<file path="config.mk">
export PLATFORM = sky130hd
export DESIGN_NAME = double_ended_queue_engine_flat
export DESIGN_NICKNAME = d
export VERILOG_FILES = /design/src/rtl/dqe_pkg.sv /design/src/rtl/dqe_stream_if.sv /design/src/rtl/double_ended_queue_engine.sv /design/src/rtl/dqe_check.sv /design/src/flat_wrapper.sv
export SDC_FILE = /design/constraint.sdc
export NUM_CORES = 2
export LEC_CHECK = 0
export BUFFER_PORTS_ARGS = -buffer_cell sky130_fd_sc_hd__buf_2
export CAP_MARGIN = 20
export CORE_ASPECT_RATIO = 1.75
export CORE_UTILIZATION = 30
export DETAILED_ROUTE_END_ITERATION = 10
export GPL_TIMING_DRIVEN = 0
export PLACE_DENSITY = 0.42
export SYNTH_ARGS = -nofsm -noshare
export SYNTH_HDL_FRONTEND = slang
export SYNTH_SLANG_ARGS = --single-unit
export TNS_END_PERCENT = 1
</file>
<file path="constraint.sdc">
create_clock -name clk_i -period 8.4 [get_ports clk_i]
set_clock_uncertainty 0.1 [all_clocks]
set_input_delay 0.84 -clock clk_i [delete_from_list [all_inputs] [get_ports clk_i]]
set_output_delay 0.84 -clock clk_i [all_outputs]
set_load 0.005 [all_outputs]
</file>
<file path="src/rtl/dqe_pkg.sv">
// Shared types, constants and ring-slot arithmetic of the deque engine.
`default_nettype none

package dqe_pkg;

  // Storage geometry
  localparam int unsigned CAPACITY   = 64;
  localparam int unsigned DATA_WIDTH = 32;
  localparam int unsigned PTR_W      = $clog2(CAPACITY);
  localparam int unsigned CNT_W      = $clog2(CAPACITY + 1);

  // Fixed request and response field widths
  localparam int unsigned OP_W     = 3;
  localparam int unsigned POS_W    = 6;
  localparam int unsigned DIN_W    = 32;
  localparam int unsigned DOUT_W   = 32;
  localparam int unsigned STATUS_W = 2;
  localparam int unsigned OCC_W    = 7;

  typedef enum logic [OP_W-1:0] {
    OP_PUSH_BACK  = 3'd0,
    OP_PUSH_FRONT = 3'd1,
    OP_POP_BACK   = 3'd2,
    OP_POP_FRONT  = 3'd3,
    OP_READ       = 3'd4,
    OP_INSERT     = 3'd5,
    OP_ERASE      = 3'd6,
    OP_NONE       = 3'd7
  } opcode_e;

  typedef enum logic [STATUS_W-1:0] {
    ST_OK    = 2'd0,
    ST_FULL  = 2'd1,
    ST_EMPTY = 2'd2,
    ST_RANGE = 2'd3
  } status_e;

  // Decision on one request, taken against the current head and count
  typedef struct packed {
    logic             exec;
    status_e          status;
    logic [PTR_W-1:0] addr;
    logic [PTR_W-1:0] head_next;
    logic [CNT_W-1:0] count_next;
  } plan_t;

  // Ring slot of a logical index; the sum stays below twice the capacity
  function automatic logic [PTR_W-1:0] slot_of(input logic [PTR_W-1:0] head,
                                               input logic [CNT_W-1:0] logical);
    logic [CNT_W:0] sum;
    sum = (CNT_W+1)'(head) + (CNT_W+1)'(logical);
    if (sum >= (CNT_W+1)'(CAPACITY)) begin
      sum = sum - (CNT_W+1)'(CAPACITY);
    end
    return PTR_W'(sum);
  endfunction

endpackage

`default_nettype wire

</file>
<file path="src/rtl/dqe_stream_if.sv">
// Request and response channel interfaces of the deque engine.
`default_nettype none

interface dqe_req_if;
  logic                         valid;
  logic                         ready;
  logic [dqe_pkg::OP_W-1:0]     opcode;
  logic [dqe_pkg::POS_W-1:0]    position;
  logic [dqe_pkg::DIN_W-1:0]    data_in;

  modport source (output valid, opcode, position, data_in, input ready);
  modport sink   (input valid, opcode, position, data_in, output ready);
endinterface

interface dqe_rsp_if;
  logic                          valid;
  logic                          ready;
  logic [dqe_pkg::DOUT_W-1:0]    data_out;
  logic [dqe_pkg::STATUS_W-1:0]  status;
  logic [dqe_pkg::OCC_W-1:0]     occupancy;

  modport source (output valid, data_out, status, occupancy, input ready);
  modport sink   (input valid, data_out, status, occupancy, output ready);
endinterface

`default_nettype wire

</file>
<file path="src/rtl/double_ended_queue_engine.sv">
// Top level of the deque engine: ring store, request sequencer and response register.
//
//   channel  | modport | handshake     | payload
//   ---------+---------+---------------+-------------------------------
//   req_i    | sink    | valid / ready | opcode, position, data_in
//   rsp_o    | source  | valid / ready | data_out, status, occupancy
//
// One request at a time. A push or any refused request goes from acceptance straight
// to the response state, a pop or a read through a capture state first; the store is a
// single memory with a registered read, so erase and insert take a shift read and a
// shift write state for each of the k elements shifted (up to CAPACITY - 1). The next
// request is taken in the cycle after the response loads.
// Reset clears head, count, the sequencer and the response valid; the store
// holds garbage until written. A stalled response holds in its register while
// the next request is accepted; that request then waits before loading it.
`default_nettype none

module double_ended_queue_engine (
  input  logic      clk_i,
  input  logic      rst_ni,
  dqe_req_if.sink   req_i,
  dqe_rsp_if.source rsp_o
);
  import dqe_pkg::*;

  typedef enum logic [2:0] {
    S_IDLE,
    S_CAPTURE,
    S_SHIFT_RD,
    S_SHIFT_WR,
    S_RESP
  } state_e;

  // Sequencer and architectural state
  state_e                state_q, state_d;
  opcode_e               op_q, op_d;
  status_e               status_q, status_d;
  logic [PTR_W-1:0]      head_q, head_d;
  logic [CNT_W-1:0]      count_q, count_d;
  logic [CNT_W-1:0]      cursor_q, cursor_d;
  logic [CNT_W-1:0]      pos_q, pos_d;
  logic [DATA_WIDTH-1:0] data_q, data_d;
  logic [DATA_WIDTH-1:0] dout_q, dout_d;

  // Response register
  logic                  rsp_valid_q, rsp_valid_d;
  logic [DOUT_W-1:0]     rsp_data_q, rsp_data_d;
  status_e               rsp_status_q, rsp_status_d;
  logic [OCC_W-1:0]      rsp_occ_q, rsp_occ_d;

  // Memory port
  logic                  mem_we;
  logic [PTR_W-1:0]      mem_waddr;
  logic [DATA_WIDTH-1:0] mem_wdata;
  logic                  mem_re;
  logic [PTR_W-1:0]      mem_raddr;
  logic [DATA_WIDTH-1:0] mem_rdata_q;
  logic [DATA_WIDTH-1:0] mem_q [CAPACITY];

  plan_t                 plan;
  logic                  req_fire;
  logic                  rsp_free;
  logic [CNT_W-1:0]      cursor_inc;
  logic [CNT_W-1:0]      cursor_dec;

  dqe_check u_check (
    .opcode_i   (req_i.opcode),
    .position_i (req_i.position),
    .head_i     (head_q),
    .count_i    (count_q),
    .plan_o     (plan)
  );

  assign req_i.ready = (state_q == S_IDLE);
  assign req_fire    = req_i.valid && req_i.ready;
  assign rsp_free    = !rsp_valid_q || rsp_o.ready;
  assign cursor_inc  = cursor_q + CNT_W'(1);
  assign cursor_dec  = cursor_q - CNT_W'(1);

  assign rsp_o.valid     = rsp_valid_q;
  assign rsp_o.data_out  = rsp_data_q;
  assign rsp_o.status    = rsp_status_q;
  assign rsp_o.occupancy = rsp_occ_q;

  // Ring store: one write and one registered read per cycle
  always_ff @(posedge clk_i) begin
    if (mem_we) begin
      mem_q[mem_waddr] <= mem_wdata;
    end
    if (mem_re) begin
      mem_rdata_q <= mem_q[mem_raddr];
    end
  end

  always_comb begin
    state_d      = state_q;
    op_d         = op_q;
    status_d     = status_q;
    head_d       = head_q;
    count_d      = count_q;
    cursor_d     = cursor_q;
    pos_d        = pos_q;
    data_d       = data_q;
    dout_d       = dout_q;
    rsp_valid_d  = rsp_valid_q && !rsp_o.ready;
    rsp_data_d   = rsp_data_q;
    rsp_status_d = rsp_status_q;
    rsp_occ_d    = rsp_occ_q;
    mem_we       = 1'b0;
    mem_waddr    = plan.addr;
    mem_wdata    = req_i.data_in[DATA_WIDTH-1:0];
    mem_re       = 1'b0;
    mem_raddr    = plan.addr;

    unique case (state_q)
      S_IDLE: begin
        if (req_fire) begin
          // Take the request, apply pointer updates and issue the first access of an executed push, pop, read or erase
          op_d     = opcode_e'(req_i.opcode);
          status_d = plan.status;
          pos_d    = CNT_W'(req_i.position);
          data_d   = req_i.data_in[DATA_WIDTH-1:0];
          dout_d   = '0;
          head_d   = plan.head_next;
          count_d  = plan.count_next;
          cursor_d = count_q;
          state_d  = S_RESP;
          if (plan.exec) begin
            unique case (opcode_e'(req_i.opcode))
              OP_PUSH_BACK, OP_PUSH_FRONT: begin
                mem_we = 1'b1;
              end
              OP_POP_BACK, OP_POP_FRONT, OP_READ, OP_ERASE: begin
                mem_re  = 1'b1;
                state_d = S_CAPTURE;
              end
              OP_INSERT: begin
                state_d = S_SHIFT_RD;
              end
              default: begin
                state_d = S_RESP;
              end
            endcase
          end
        end
      end

      S_CAPTURE: begin
        // Hold the element read or removed before the shift reuses the port
        dout_d   = mem_rdata_q;
        cursor_d = pos_q;
        state_d  = (op_q == OP_ERASE) ? S_SHIFT_RD : S_RESP;
      end

      S_SHIFT_RD: begin
        if (op_q == OP_INSERT) begin
          if (cursor_q == pos_q) begin
            // Gap has reached the insert position: drop the new element in
            mem_we    = 1'b1;
            mem_waddr = slot_of(head_q, pos_q);
            mem_wdata = data_q;
            count_d   = count_q + CNT_W'(1);
            state_d   = S_RESP;
          end else begin
            mem_re    = 1'b1;
            mem_raddr = slot_of(head_q, cursor_dec);
            state_d   = S_SHIFT_WR;
          end
        end else begin
          if (cursor_inc >= count_q) begin
            count_d = count_q - CNT_W'(1);
            state_d = S_RESP;
          end else begin
            mem_re    = 1'b1;
            mem_raddr = slot_of(head_q, cursor_inc);
            state_d   = S_SHIFT_WR;
          end
        end
      end

      S_SHIFT_WR: begin
        // Move the fetched element one place and advance the cursor
        mem_we    = 1'b1;
        mem_waddr = slot_of(head_q, cursor_q);
        mem_wdata = mem_rdata_q;
        cursor_d  = (op_q == OP_INSERT) ? cursor_dec : cursor_inc;
        state_d   = S_SHIFT_RD;
      end

      S_RESP: begin
        if (rsp_free) begin
          rsp_valid_d  = 1'b1;
          rsp_data_d   = DOUT_W'(dout_q);
          rsp_status_d = status_q;
          rsp_occ_d    = OCC_W'(count_q);
          state_d      = S_IDLE;
        end
      end

      default: begin
        state_d = S_IDLE;
      end
    endcase
  end

  always_ff @(posedge clk_i or negedge rst_ni) begin
    if (!rst_ni) begin
      state_q     <= S_IDLE;
      head_q      <= '0;
      count_q     <= '0;
      rsp_valid_q <= 1'b0;
    end else begin
      state_q     <= state_d;
      head_q      <= head_d;
      count_q     <= count_d;
      rsp_valid_q <= rsp_valid_d;
    end
  end

  always_ff @(posedge clk_i) begin
    op_q         <= op_d;
    status_q     <= status_d;
    cursor_q     <= cursor_d;
    pos_q        <= pos_d;
    data_q       <= data_d;
    dout_q       <= dout_d;
    rsp_data_q   <= rsp_data_d;
    rsp_status_q <= rsp_status_d;
    rsp_occ_q    <= rsp_occ_d;
  end

`ifndef SYNTHESIS
  a_count_bound: assert property (@(posedge clk_i) disable iff (!rst_ni)
    count_q <= CNT_W'(CAPACITY))
    else $error("element count exceeds capacity");

  a_cursor_bound: assert property (@(posedge clk_i) disable iff (!rst_ni)
    (state_q == S_SHIFT_WR) |-> (cursor_q <= count_q))
    else $error("shift cursor beyond stored elements");

  a_write_source: assert property (@(posedge clk_i) disable iff (!rst_ni)
    mem_we |-> (req_fire || state_q == S_SHIFT_RD || state_q == S_SHIFT_WR))
    else $error("store written outside a push or a shift");

  a_resp_load: assert property (@(posedge clk_i) disable iff (!rst_ni)
    (state_q == S_RESP && rsp_free) |=> (rsp_valid_q && state_q == S_IDLE))
    else $error("response not loaded on completion");
`endif

endmodule

`default_nettype wire

</file>
<file path="src/rtl/dqe_check.sv">
// Request check: status, first memory slot and new head/count of one request.
`default_nettype none

module dqe_check (
  input  logic [dqe_pkg::OP_W-1:0]  opcode_i,
  input  logic [dqe_pkg::POS_W-1:0] position_i,
  input  logic [dqe_pkg::PTR_W-1:0] head_i,
  input  logic [dqe_pkg::CNT_W-1:0] count_i,
  output dqe_pkg::plan_t            plan_o
);
  import dqe_pkg::*;

  logic             full;
  logic             empty;
  logic [CNT_W-1:0] pos_ext;
  logic [PTR_W-1:0] head_dec;

  assign full     = (count_i >= CNT_W'(CAPACITY));
  assign empty    = (count_i == '0);
  assign pos_ext  = CNT_W'(position_i);
  assign head_dec = (head_i == '0) ? PTR_W'(CAPACITY - 1) : head_i - PTR_W'(1);

  always_comb begin
    plan_o            = '0;
    plan_o.status     = ST_OK;
    plan_o.head_next  = head_i;
    plan_o.count_next = count_i;
    plan_o.addr       = head_i;
    unique case (opcode_e'(opcode_i))
      OP_PUSH_BACK: begin
        if (full) plan_o.status = ST_FULL;
        else begin
          plan_o.exec       = 1'b1;
          plan_o.addr       = slot_of(head_i, count_i);
          plan_o.count_next = count_i + CNT_W'(1);
        end
      end
      OP_PUSH_FRONT: begin
        if (full) plan_o.status = ST_FULL;
        else begin
          plan_o.exec       = 1'b1;
          plan_o.addr       = head_dec;
          plan_o.head_next  = head_dec;
          plan_o.count_next = count_i + CNT_W'(1);
        end
      end
      OP_POP_BACK: begin
        if (empty) plan_o.status = ST_EMPTY;
        else begin
          plan_o.exec       = 1'b1;
          plan_o.addr       = slot_of(head_i, count_i - CNT_W'(1));
          plan_o.count_next = count_i - CNT_W'(1);
        end
      end
      OP_POP_FRONT: begin
        if (empty) plan_o.status = ST_EMPTY;
        else begin
          plan_o.exec       = 1'b1;
          plan_o.addr       = head_i;
          plan_o.head_next  = slot_of(head_i, CNT_W'(1));
          plan_o.count_next = count_i - CNT_W'(1);
        end
      end
      OP_READ, OP_ERASE: begin
        if (empty) plan_o.status = ST_EMPTY;
        else if (pos_ext >= count_i) plan_o.status = ST_RANGE;
        else begin
          plan_o.exec = 1'b1;
          plan_o.addr = slot_of(head_i, pos_ext);
        end
      end
      OP_INSERT: begin
        if (full) plan_o.status = ST_FULL;
        else if (pos_ext > count_i) plan_o.status = ST_RANGE;
        else plan_o.exec = 1'b1;
      end
      OP_NONE: begin
        plan_o.exec = 1'b0;
      end
      default: begin
        plan_o.exec = 1'b0;
      end
    endcase
  end

endmodule

`default_nettype wire
</file>
<file path="src/flat_wrapper.sv">
// flat-port wrapper written by rule: the top's interface ports become plain ports
module double_ended_queue_engine_flat import dqe_pkg::*;
  (clk_i, rst_ni, req_i_valid, req_i_opcode, req_i_position, req_i_data_in, req_i_ready, rsp_o_valid, rsp_o_data_out, rsp_o_status, rsp_o_occupancy, rsp_o_ready);
  dqe_req_if req_i_i ();
  dqe_rsp_if rsp_o_i ();
  input  logic clk_i;
  input  logic rst_ni;
  input wire logic [$bits(req_i_i.valid)-1:0] req_i_valid;
  input wire logic [$bits(req_i_i.opcode)-1:0] req_i_opcode;
  input wire logic [$bits(req_i_i.position)-1:0] req_i_position;
  input wire logic [$bits(req_i_i.data_in)-1:0] req_i_data_in;
  output wire logic [$bits(req_i_i.ready)-1:0] req_i_ready;
  output wire logic [$bits(rsp_o_i.valid)-1:0] rsp_o_valid;
  output wire logic [$bits(rsp_o_i.data_out)-1:0] rsp_o_data_out;
  output wire logic [$bits(rsp_o_i.status)-1:0] rsp_o_status;
  output wire logic [$bits(rsp_o_i.occupancy)-1:0] rsp_o_occupancy;
  input wire logic [$bits(rsp_o_i.ready)-1:0] rsp_o_ready;
  assign req_i_i.valid = req_i_valid;
  assign req_i_i.opcode = req_i_opcode;
  assign req_i_i.position = req_i_position;
  assign req_i_i.data_in = req_i_data_in;
  assign req_i_ready = req_i_i.ready;
  assign rsp_o_valid = rsp_o_i.valid;
  assign rsp_o_data_out = rsp_o_i.data_out;
  assign rsp_o_status = rsp_o_i.status;
  assign rsp_o_occupancy = rsp_o_i.occupancy;
  assign rsp_o_i.ready = rsp_o_ready;
  double_ended_queue_engine u_core (.clk_i(clk_i), .rst_ni(rst_ni), .req_i(req_i_i), .rsp_o(rsp_o_i));
endmodule
</file>
Word-level counts from Yosys, hierarchy flattened
Memories as Yosys holds them, arrays and structs flattened. A register that Yosys moved wholly into a read port is not among the register bits. Cells that the tools add are included.

Reductions and logical operators: 24. Equal/unequal tests: 25. Add/sub/neg operators: 21. Order comparisons: 12. Multiplexer cells: 80.

Operators by type and width (number): 32-bit case mux with 2 select lines (2); 6-bit two-way mux (19); 32-bit two-way mux (3); 7-bit two-way mux (8); 6-bit by 1-bit subtractor with 6-bit output, second input constant (9); 6-bit by 7-bit adder with 8-bit output (5); 8-bit by 7-bit greater-or-equal comparator with 1-bit output, second input constant (5); 6-bit case mux with 5 select lines (1); 7-bit greater-or-equal comparator, second input constant (4); 7-bit case mux with 4 select lines (1); 6-bit case mux with 2 select lines (2); 1-bit two-way mux (22); 3-bit equality test, second input constant (7); 3-bit two-way mux (7); 7-bit case mux with 3 select lines (1); 19-bit two-way mux (1); 3-bit inequality test, second input constant (5); 3-bit case mux with 5 select lines (1); 6-bit by 6-bit adder with 7-bit output (2); 7-bit by 1-bit adder with 7-bit output, second input constant (2); 7-bit case mux with 2 select lines (1); 7-bit by 1-bit subtractor with 7-bit output, second input constant (2); 13-bit two-way mux (1); 3-bit by 2-bit equality test with 1-bit output, second input constant (4); other kinds (29) (47).

Memories kept: 1. Memory bits (writable): 2048. Bits in registers: 140.

Memories: u_core.mem_q (depth 64, bits a word 32, rd ports 1, clocked after memory_dff 1, write ports 1, line double_ended_queue_engine.sv:58) `logic [DATA_WIDTH-1:0] mem_q [CAPACITY];`.

Logic depth before layout (Yosys ltp)
Depth after elaboration: 9. Gate-level depth with buffers: 21. Depth with buffers taken out: 16.

Cells and area by module
From an unflattened synthesis, not the netlist that was laid out.

Cells, all modules: 6346. Area total of the unflattened synthesis: 90205.3 µm².

Modules (own cells, without submodules): double_ended_queue_engine (instances 1, sequential area each 66578.9 µm², cells an instance 6057, area an instance 88294.7 µm²); dqe_check (instances 1, sequential area each 0.0 µm², cells an instance 289, area an instance 1910.6 µm²).

Worst setup path after synthesis
OpenSTA, ideal clock, no wires.

Path kind: flip-flop to flip-flop. Start point: register u_core.count_q[2]. End point: memory u_core.mem_q[0][0] (enable). Period minus slack after synthesis: 5.079 ns. Setup slack: 3.321 ns. Path buffers: 1. Cell stages (with the launch flop): 14. Required time: 7.879 ns. Arrival: 4.558 ns. Cells stage by stage: dfrtp_1 -> buf_2 -> or3_1 -> xnor2_1 -> ha_1 -> o21ai_0 -> o21a_1 -> nor4_1 -> o21ai_1 -> mux2i_1 -> o31a_1 -> a221oi_1 -> nand2_1 -> nor2_1.

Cells in the longest elaborated chain, start to end: 9. Elaborated cells on any way between the ends: 34. Those cells by class: add/sub: 5; order compare: 5; mux: 23; reduce/logical: 1.

Ends and longest elaborated chain: start, declared (line double_ended_queue_engine.sv:39) `logic [CNT_W-1:0] count_q, count_d;`; start signal, assigned (line double_ended_queue_engine.sv:215) `count_q <= count_d;`; 7-bit by 1-bit subtractor with 7-bit output, or another cell as far along (line dqe_check.sv:51) `plan_o.addr = slot_of(head_i, count_i - CNT_W'(1));`; 6-bit by 7-bit adder with 8-bit output, or another cell as far along (line dqe_pkg.sv:51) `sum = (CNT_W+1)'(head) + (CNT_W+1)'(logical);`; 8-bit by 7-bit greater-or-equal comparator with 1-bit output, or another cell as far along (line dqe_pkg.sv:52) `if (sum >= (CNT_W+1)'(CAPACITY)) begin`; 6-bit two-way mux or 1-bit case mux with 5 select lines (tied branches) (line dqe_pkg.sv:52, dqe_check.sv:29); 6-bit two-way mux or 1-bit two-way mux (tied branches) (line dqe_check.sv:48, double_ended_queue_engine.sv:128); 6-bit case mux with 5 select lines or 1-bit two-way mux (tied branches) (line dqe_check.sv:29, double_ended_queue_engine.sv:117); 6-bit two-way mux or 1-bit case mux with 3 select lines (tied branches) (line double_ended_queue_engine.sv:157, double_ended_queue_engine.sv:115); 6-bit two-way mux or 1-bit two-way mux (tied branches) (line double_ended_queue_engine.sv:156, double_ended_queue_engine.sv:87); 6-bit case mux with 2 select lines or 1-bit two-way mux (tied branches) (line double_ended_queue_engine.sv:115, double_ended_queue_engine.sv:88); end, declared (line double_ended_queue_engine.sv:58).

Parallel ways exist; a longest one is shown, timed or not. The select of a mux whose other input is x is not followed.

Worst setup path in the final report
Start point: register u_core.head_q[1]. End point: register u_core.mem_rdata_q[25] (read register of u_core.mem_q) (data pin).

Cells in the longest elaborated chain, start to end: 9. Elaborated cells on any way between the ends: 33. Those cells by class: add/sub: 11; order compare: 5; mux: 16; reduce/logical: 1.

Ends and longest elaborated chain: start, declared (line double_ended_queue_engine.sv:38) `logic [PTR_W-1:0] head_q, head_d;`; start signal, assigned (line double_ended_queue_engine.sv:209) `head_q <= '0;`; start signal, assigned (line double_ended_queue_engine.sv:214) `head_q <= head_d;`; 6-bit by 6-bit adder with 7-bit output (line dqe_pkg.sv:51); 6-bit by 1-bit subtractor with 6-bit output or 7-bit greater-or-equal comparator (tied branches) (line dqe_pkg.sv:53, dqe_pkg.sv:52); 6-bit two-way mux (line dqe_pkg.sv:52); 6-bit two-way mux (line dqe_check.sv:66) `else if (pos_ext >= count_i) plan_o.status = ST_RANGE;`; 6-bit two-way mux (line dqe_check.sv:65) `if (empty) plan_o.status = ST_EMPTY;`; 6-bit case mux with 5 select lines (line dqe_check.sv:29) `unique case (opcode_e'(opcode_i))`; 6-bit two-way mux (on tied branches) (line double_ended_queue_engine.sv:170, double_ended_queue_engine.sv:157); 6-bit two-way mux (line double_ended_queue_engine.sv:156) `if (op_q == OP_INSERT) begin`; 6-bit two-way mux (*) (line double_ended_queue_engine.sv:115) `unique case (state_q)`; end, declared (line double_ended_queue_engine.sv:57) `logic [DATA_WIDTH-1:0] mem_rdata_q;`.

Mark *: on every way between the ends. The rest lies on a longest branch, timed or not. The select of a mux whose other input is x is not followed. A chain may end at the register's enable or synchronous reset.

==> load_flow_metrics.sql <==
INSERT INTO impl_metrics (metric_group, metric, value, unit) VALUES
('clock_network', 'clock_path_buffers', '4', ''),
('finish', 'final_layout_size_suffix_gt1_frac', '0.223', ''),
('timing', 'max_freq', '0.124', 'GHz'),
('synthesis', 'number_of_distinct_standard_cells_referenced_by_the_synthesized_netlist', '88', ''),
('detailed_routing', 'drc', '0', ''),
('timing', 'max-slew-margin-rel', '0.0285', ''),
('worst_setup_path', 'critical-path-max-stage-delay', '1.02', 'ns'),
('worst_setup_path', 'critical_path.cell_chain', 'inv_1 -> fa_1 -> mux2_2 -> o21ai_0 -> a32oi_1 -> o311ai_0 -> or2_2 -> o21ai_2 -> buf_4 -> buf_2 -> clkbuf_1 -> nand2_1 -> o22ai_1 -> a21oi_1 -> o2111a_1', ''),
('die', 'dieHeight', '723', 'microns'),
('worst_setup_path', 'critPathMaxFanout', '17', ''),
('clock_network', 'cts_buffers', '208', ''),
('die', 'design.die.area', '299000', 'sq um'),
('worst_hold_path', 'worst_hold_path_type', 'primary input to flop', ''),
('timing', 'hold_violations', '0', ''),
('place', 'gp_congestion', '0.949', ''),
('worst_setup_path', 'timing.setup.critical_path_class', 'flop to flop', ''),
('timing', 'period_share', '0.962', ''),
('timing', 'final-setup-viol-count', '0', ''),
('synthesis', 'synth_nets', '5009', ''),
('pwr', 'swShare', '0.414', ''),
('synthesis', 'synth-async-reset-ratio', '0.00766', ''),
('place', 'placement.cell_area', '98100', 'sq um'),
('clock_network', 'cts_tree', 'done', ''),
('global_route', 'global_route.overflow_total', '0', ''),
('timing', 'rsz_0062_raised_after_global_routing', 'no', ''),
('detailed_routing', 'initialDrtViolationCount', '5359', ''),
('run', 'cap_viol_max_count', '0', ''),
('timing', 'tns', '0', 'ns'),
('outcome', 'run_status', 'finished, final reports clean', ''),
('die', 'floorplan.initialDensity', '0.302', ''),
('die', 'placeableCoreArea', '295000', 'sq um'),
('detailed_routing', 'first_pass_iters', '7', ''),
('timing', 'final.min_clock_period', '8.08', 'ns'),
('synthesis', 'number_of_synthesized_flops_with_an_enable_pin', '2203', ''),
('worst_setup_path', 'path_buf_inv', '4', ''),
('pwr', 'p_switching', '0.0161', 'W'),
('clock_network', 'htreeDepth', '4', ''),
('global_route', 'vias_in_the_first_global_route', '51464', ''),
('pwr', 'sequentialPowerShare', '0.333', ''),
('clock_network', 'cts-hold-fix-buffers', '6', ''),
('detailed_routing', 'routed_via_density', '5.40', ''),
('die', 'die-width', '414', 'microns'),
('timing', 'postLayoutSetupSlackWorst', '0.317', 'ns'),
('pwr', 'power.internal', '0.0228', 'W'),
('global_route', 'gr-usage-all-layers', '0.239', ''),
('global_route', 'first_pass_grt_wire_length', '475', 'mm'),
('worst_setup_path', 'r2r_slack', '0.32', 'ns'),
('detailed_routing', 'total_via_count_after_detailed_routing', '50722', ''),
('clock_network', 'clk_latency', '0.91', 'ns'),
('synthesis', 'yosys.area.top_type', 'sky130_fd_sc_hd__edfxtp_1', ''),
('pwr', 'p_leak', '33.2', 'nW'),
('pwr', 'power_frac_comb', '0.429', ''),
('detailed_routing', 'wl_per_cell', '38.5', 'microns'),
('synthesis', 'synthFlopType', 'sky130_fd_sc_hd__edfxtp_1', ''),
('die', 'io_pins', '88', ''),
('synthesis', 'syn_area_per_cell', '18.2', 'sq um'),
('clock_network', 'clock-root-buffer', 'sky130_fd_sc_hd__clkbuf_16', ''),
('finish', 'final.fill_count', '27812', ''),
('worst_setup_path', 'end_kind', 'flop', ''),
('pwr', 'fin_total_pwr', '0.0389', 'W'),
('clock_network', 'clock_sinks', '2220', ''),
('finish', 'area_growth', '17.4', '%'),
('place', 'io_buffer_count', '87', ''),
('finish', 'finish.instance_area', '105000', 'sq um'),
('synthesis', 'synth-seq-area-share', '0.748', ''),
('synthesis', 'synth_area_leaders', 'sky130_fd_sc_hd__edfxtp_1 74%, sky130_fd_sc_hd__mux4_2 8.9%, sky130_fd_sc_hd__nand2_1 2.3%', ''),
('clock_network', 'post_cts.resized_instances', '0', ''),
('pwr', 'power.clock.fraction', '0.238', ''),
('global_route', 'grt_antenna_before_repair', '28', ''),
('place', 'place.detailed.hpwl', '262', 'mm'),
('worst_setup_path', 'path_delay_family', 'compound AO/OA/AOI/OAI gates', '');
-- per-layer routing --
layer  routed length, microns  global-route usage
met1                   122000               0.253
met2                   193000               0.439
met3                    18600              0.0324
met4                    27600               0.156
met5                       35                   0
-- per-stage QoR --
stage	cells	utilization
after detailed placement	9004	0.332
after CTS	9368	0.354
after global routing	9382	0.354
final	9386	0.354
after global placement	8847	0.319
after floorplan	4903	-
-- sequential cells by signal, indices dropped and copies added (netlist names), 3 cells and up --
register                flops
u_core.op_q                 3
u_core.data_q              32
u_core.mem_q             2048
u_core.dout_q              32
u_core.mem_rdata_q         32
u_core.head_q               6
u_core.rsp_o.data_out      32
u_core.pos_q                6
u_core.cursor_q             7
u_core.state_q              3
u_core.rsp_o.occupancy      7
u_core.count_q              7
-- worst paths after layout --
check                                  startpoint                  endpoint  depth (start not counted)
worst max register to register   u_core.head_q[1]    u_core.mem_rdata_q[25]                         15
max in group asynchronous                  rst_ni         u_core.count_q[1]                          2
worst max-delay path             u_core.head_q[1]    u_core.mem_rdata_q[25]                         15
worst min register to register   u_core.dout_q[3]  u_core.rsp_o.data_out[3]                          0
min in group asynchronous                  rst_ni         u_core.state_q[1]                          2
worst min-delay path            req_i_data_in[22]         u_core.data_q[22]                          1
-- cell families (layout without fill, tap and decap cells) --
group / count (synthesis) / after routing / synth area share
AOI/OAI and AO/OA: 664 / 664 / 0.0553
and+or+nand+nor: 1087 / 1087 / 0.0564
adders and majority gates: 61 / 61 / 0.00916
buffers and inverters: 310 / 921 / 0.0195
muxes: 513 / 513 / 0.107
xor gates and xnor gates: 48 / 48 / 0.00472
DFF: 2220 / 2220 / 0.748
other: 0 / 15 / 0
-- cell usage after synthesis, types with 7 or more instances --
cell / instances
sky130_fd_sc_hd__edfxtp_1: 2203
sky130_fd_sc_hd__nand2_1: 549
sky130_fd_sc_hd__mux4_2: 353
sky130_fd_sc_hd__mux2i_1: 151
sky130_fd_sc_hd__nor2_1: 140
sky130_fd_sc_hd__a211oi_1: 139
sky130_fd_sc_hd__buf_2: 116
sky130_fd_sc_hd__nand3_1: 96
sky130_fd_sc_hd__nor2b_1: 89
sky130_fd_sc_hd__o21ai_0: 89
sky130_fd_sc_hd__a22oi_1: 85
sky130_fd_sc_hd__clkbuf_1: 70
sky130_fd_sc_hd__a311oi_1: 65
sky130_fd_sc_hd__and2_1: 63
sky130_fd_sc_hd__buf_4: 59
sky130_fd_sc_hd__ha_1: 54
sky130_fd_sc_hd__a21oi_1: 49
sky130_fd_sc_hd__nor3_1: 37
sky130_fd_sc_hd__a31oi_1: 36
sky130_fd_sc_hd__inv_1: 29
sky130_fd_sc_hd__xnor2_1: 28
sky130_fd_sc_hd__buf_6: 27
sky130_fd_sc_hd__and3_1: 22
sky130_fd_sc_hd__a22o_1: 21
sky130_fd_sc_hd__xor2_1: 20
sky130_fd_sc_hd__a221oi_1: 19
sky130_fd_sc_hd__a32oi_1: 17
sky130_fd_sc_hd__dfrtp_1: 17
sky130_fd_sc_hd__a21o_1: 14
sky130_fd_sc_hd__nand2b_1: 14
sky130_fd_sc_hd__a32o_1: 13
sky130_fd_sc_hd__nand4_1: 13
sky130_fd_sc_hd__o211ai_1: 12
sky130_fd_sc_hd__o31ai_1: 12
sky130_fd_sc_hd__a311o_1: 10
sky130_fd_sc_hd__and4_1: 10
sky130_fd_sc_hd__o22ai_1: 10
sky130_fd_sc_hd__mux2_2: 9
sky130_fd_sc_hd__nor3b_1: 9
sky130_fd_sc_hd__buf_1: 8
sky130_fd_sc_hd__nor4_1: 8
sky130_fd_sc_hd__a2111oi_0: 7
sky130_fd_sc_hd__fa_1: 7
sky130_fd_sc_hd__or3_1: 7
sky130_fd_sc_hd__or4_1: 7
-- power by group through the flow --
stage,clock (W),sequential [W],combinational (W)
after floorplan,0,0.0131,0.00807
after global placement,0,0.0133,0.0159
after detailed placement,0,0.0132,0.0165
after CTS,0.00943,0.0130,0.0166
after global routing,0.00976,0.0130,0.0170
final,0.00927,0.0130,0.0167
-- worst register-to-register path, stage by stage (launching register included) --
cell and delay (ns):
sky130_fd_sc_hd__dfrtp_1 1.02, sky130_fd_sc_hd__inv_1 0.51, sky130_fd_sc_hd__fa_1 0.65, sky130_fd_sc_hd__mux2_2 0.14, sky130_fd_sc_hd__o21ai_0 0.10, sky130_fd_sc_hd__a32oi_1 0.27, sky130_fd_sc_hd__o311ai_0 0.37, sky130_fd_sc_hd__or2_2 0.44
sky130_fd_sc_hd__o21ai_2 0.71, sky130_fd_sc_hd__buf_4 0.46, sky130_fd_sc_hd__buf_2 0.60, sky130_fd_sc_hd__clkbuf_1 0.80, sky130_fd_sc_hd__nand2_1 0.38, sky130_fd_sc_hd__o22ai_1 0.78, sky130_fd_sc_hd__a21oi_1 0.18, sky130_fd_sc_hd__o2111a_1 0.28
-- cells in the final DEF (no fill, tap or decap), types with 14 or more instances in the layout --
master | Yosys | routed
sky130_fd_sc_hd__clkbuf_16 | 0 | 210
sky130_fd_sc_hd__xor2_1 | 20 | 20
sky130_fd_sc_hd__mux4_2 | 353 | 353
sky130_fd_sc_hd__dfrtp_1 | 17 | 17
sky130_fd_sc_hd__buf_4 | 59 | 74
sky130_fd_sc_hd__a221oi_1 | 19 | 14
sky130_fd_sc_hd__a311oi_1 | 65 | 65
sky130_fd_sc_hd__and3_1 | 22 | 21
sky130_fd_sc_hd__a22oi_1 | 85 | 85
sky130_fd_sc_hd__clkinv_1 | 1 | 44
sky130_fd_sc_hd__a31oi_1 | 36 | 36
sky130_fd_sc_hd__bufinv_16 | 0 | 16
sky130_fd_sc_hd__nor2b_1 | 89 | 89
sky130_fd_sc_hd__nand2_2 | 0 | 15
sky130_fd_sc_hd__a22o_1 | 21 | 21
sky130_fd_sc_hd__and2_1 | 63 | 63
sky130_fd_sc_hd__a21o_1 | 14 | 14
sky130_fd_sc_hd__buf_16 | 0 | 31
sky130_fd_sc_hd__buf_12 | 0 | 93
sky130_fd_sc_hd__diode_2 | 0 | 15
sky130_fd_sc_hd__a21oi_1 | 49 | 49
sky130_fd_sc_hd__xnor2_1 | 28 | 28
sky130_fd_sc_hd__edfxtp_1 | 2203 | 2203
sky130_fd_sc_hd__ha_1 | 54 | 54
sky130_fd_sc_hd__nand2b_1 | 14 | 14
sky130_fd_sc_hd__inv_1 | 29 | 28
sky130_fd_sc_hd__buf_2 | 116 | 210
sky130_fd_sc_hd__nor3_1 | 37 | 37
sky130_fd_sc_hd__nor2_4 | 1 | 66
sky130_fd_sc_hd__nor2_1 | 140 | 74
sky130_fd_sc_hd__nand2_4 | 0 | 17
sky130_fd_sc_hd__clkinv_2 | 0 | 47
sky130_fd_sc_hd__mux2i_1 | 151 | 151
sky130_fd_sc_hd__clkbuf_1 | 70 | 105
sky130_fd_sc_hd__a32oi_1 | 17 | 17
sky130_fd_sc_hd__nand2_1 | 549 | 517
sky130_fd_sc_hd__a211oi_1 | 139 | 138
sky130_fd_sc_hd__nand3_1 | 96 | 96
sky130_fd_sc_hd__o21ai_0 | 89 | 87
sky130_fd_sc_hd__buf_6 | 27 | 32
-- final cells by class --
type	count	area, sq um	area share
Buffer	280	1620	0.0155
Timing Repair Buffer	253	3540	0.0339
Tap cell	3857	4830	0.0462
Clock inverter	113	943	0.00902
Sequential cell	2220	66600	0.637
Clock buffer	245	5390	0.0515
Multi-Input combinational cell	2373	21500	0.206
Inverter	30	113	0.00108
Antenna cell	15	37.5	0.000359
Note: power is estimated with default switching activity, not from simulation.
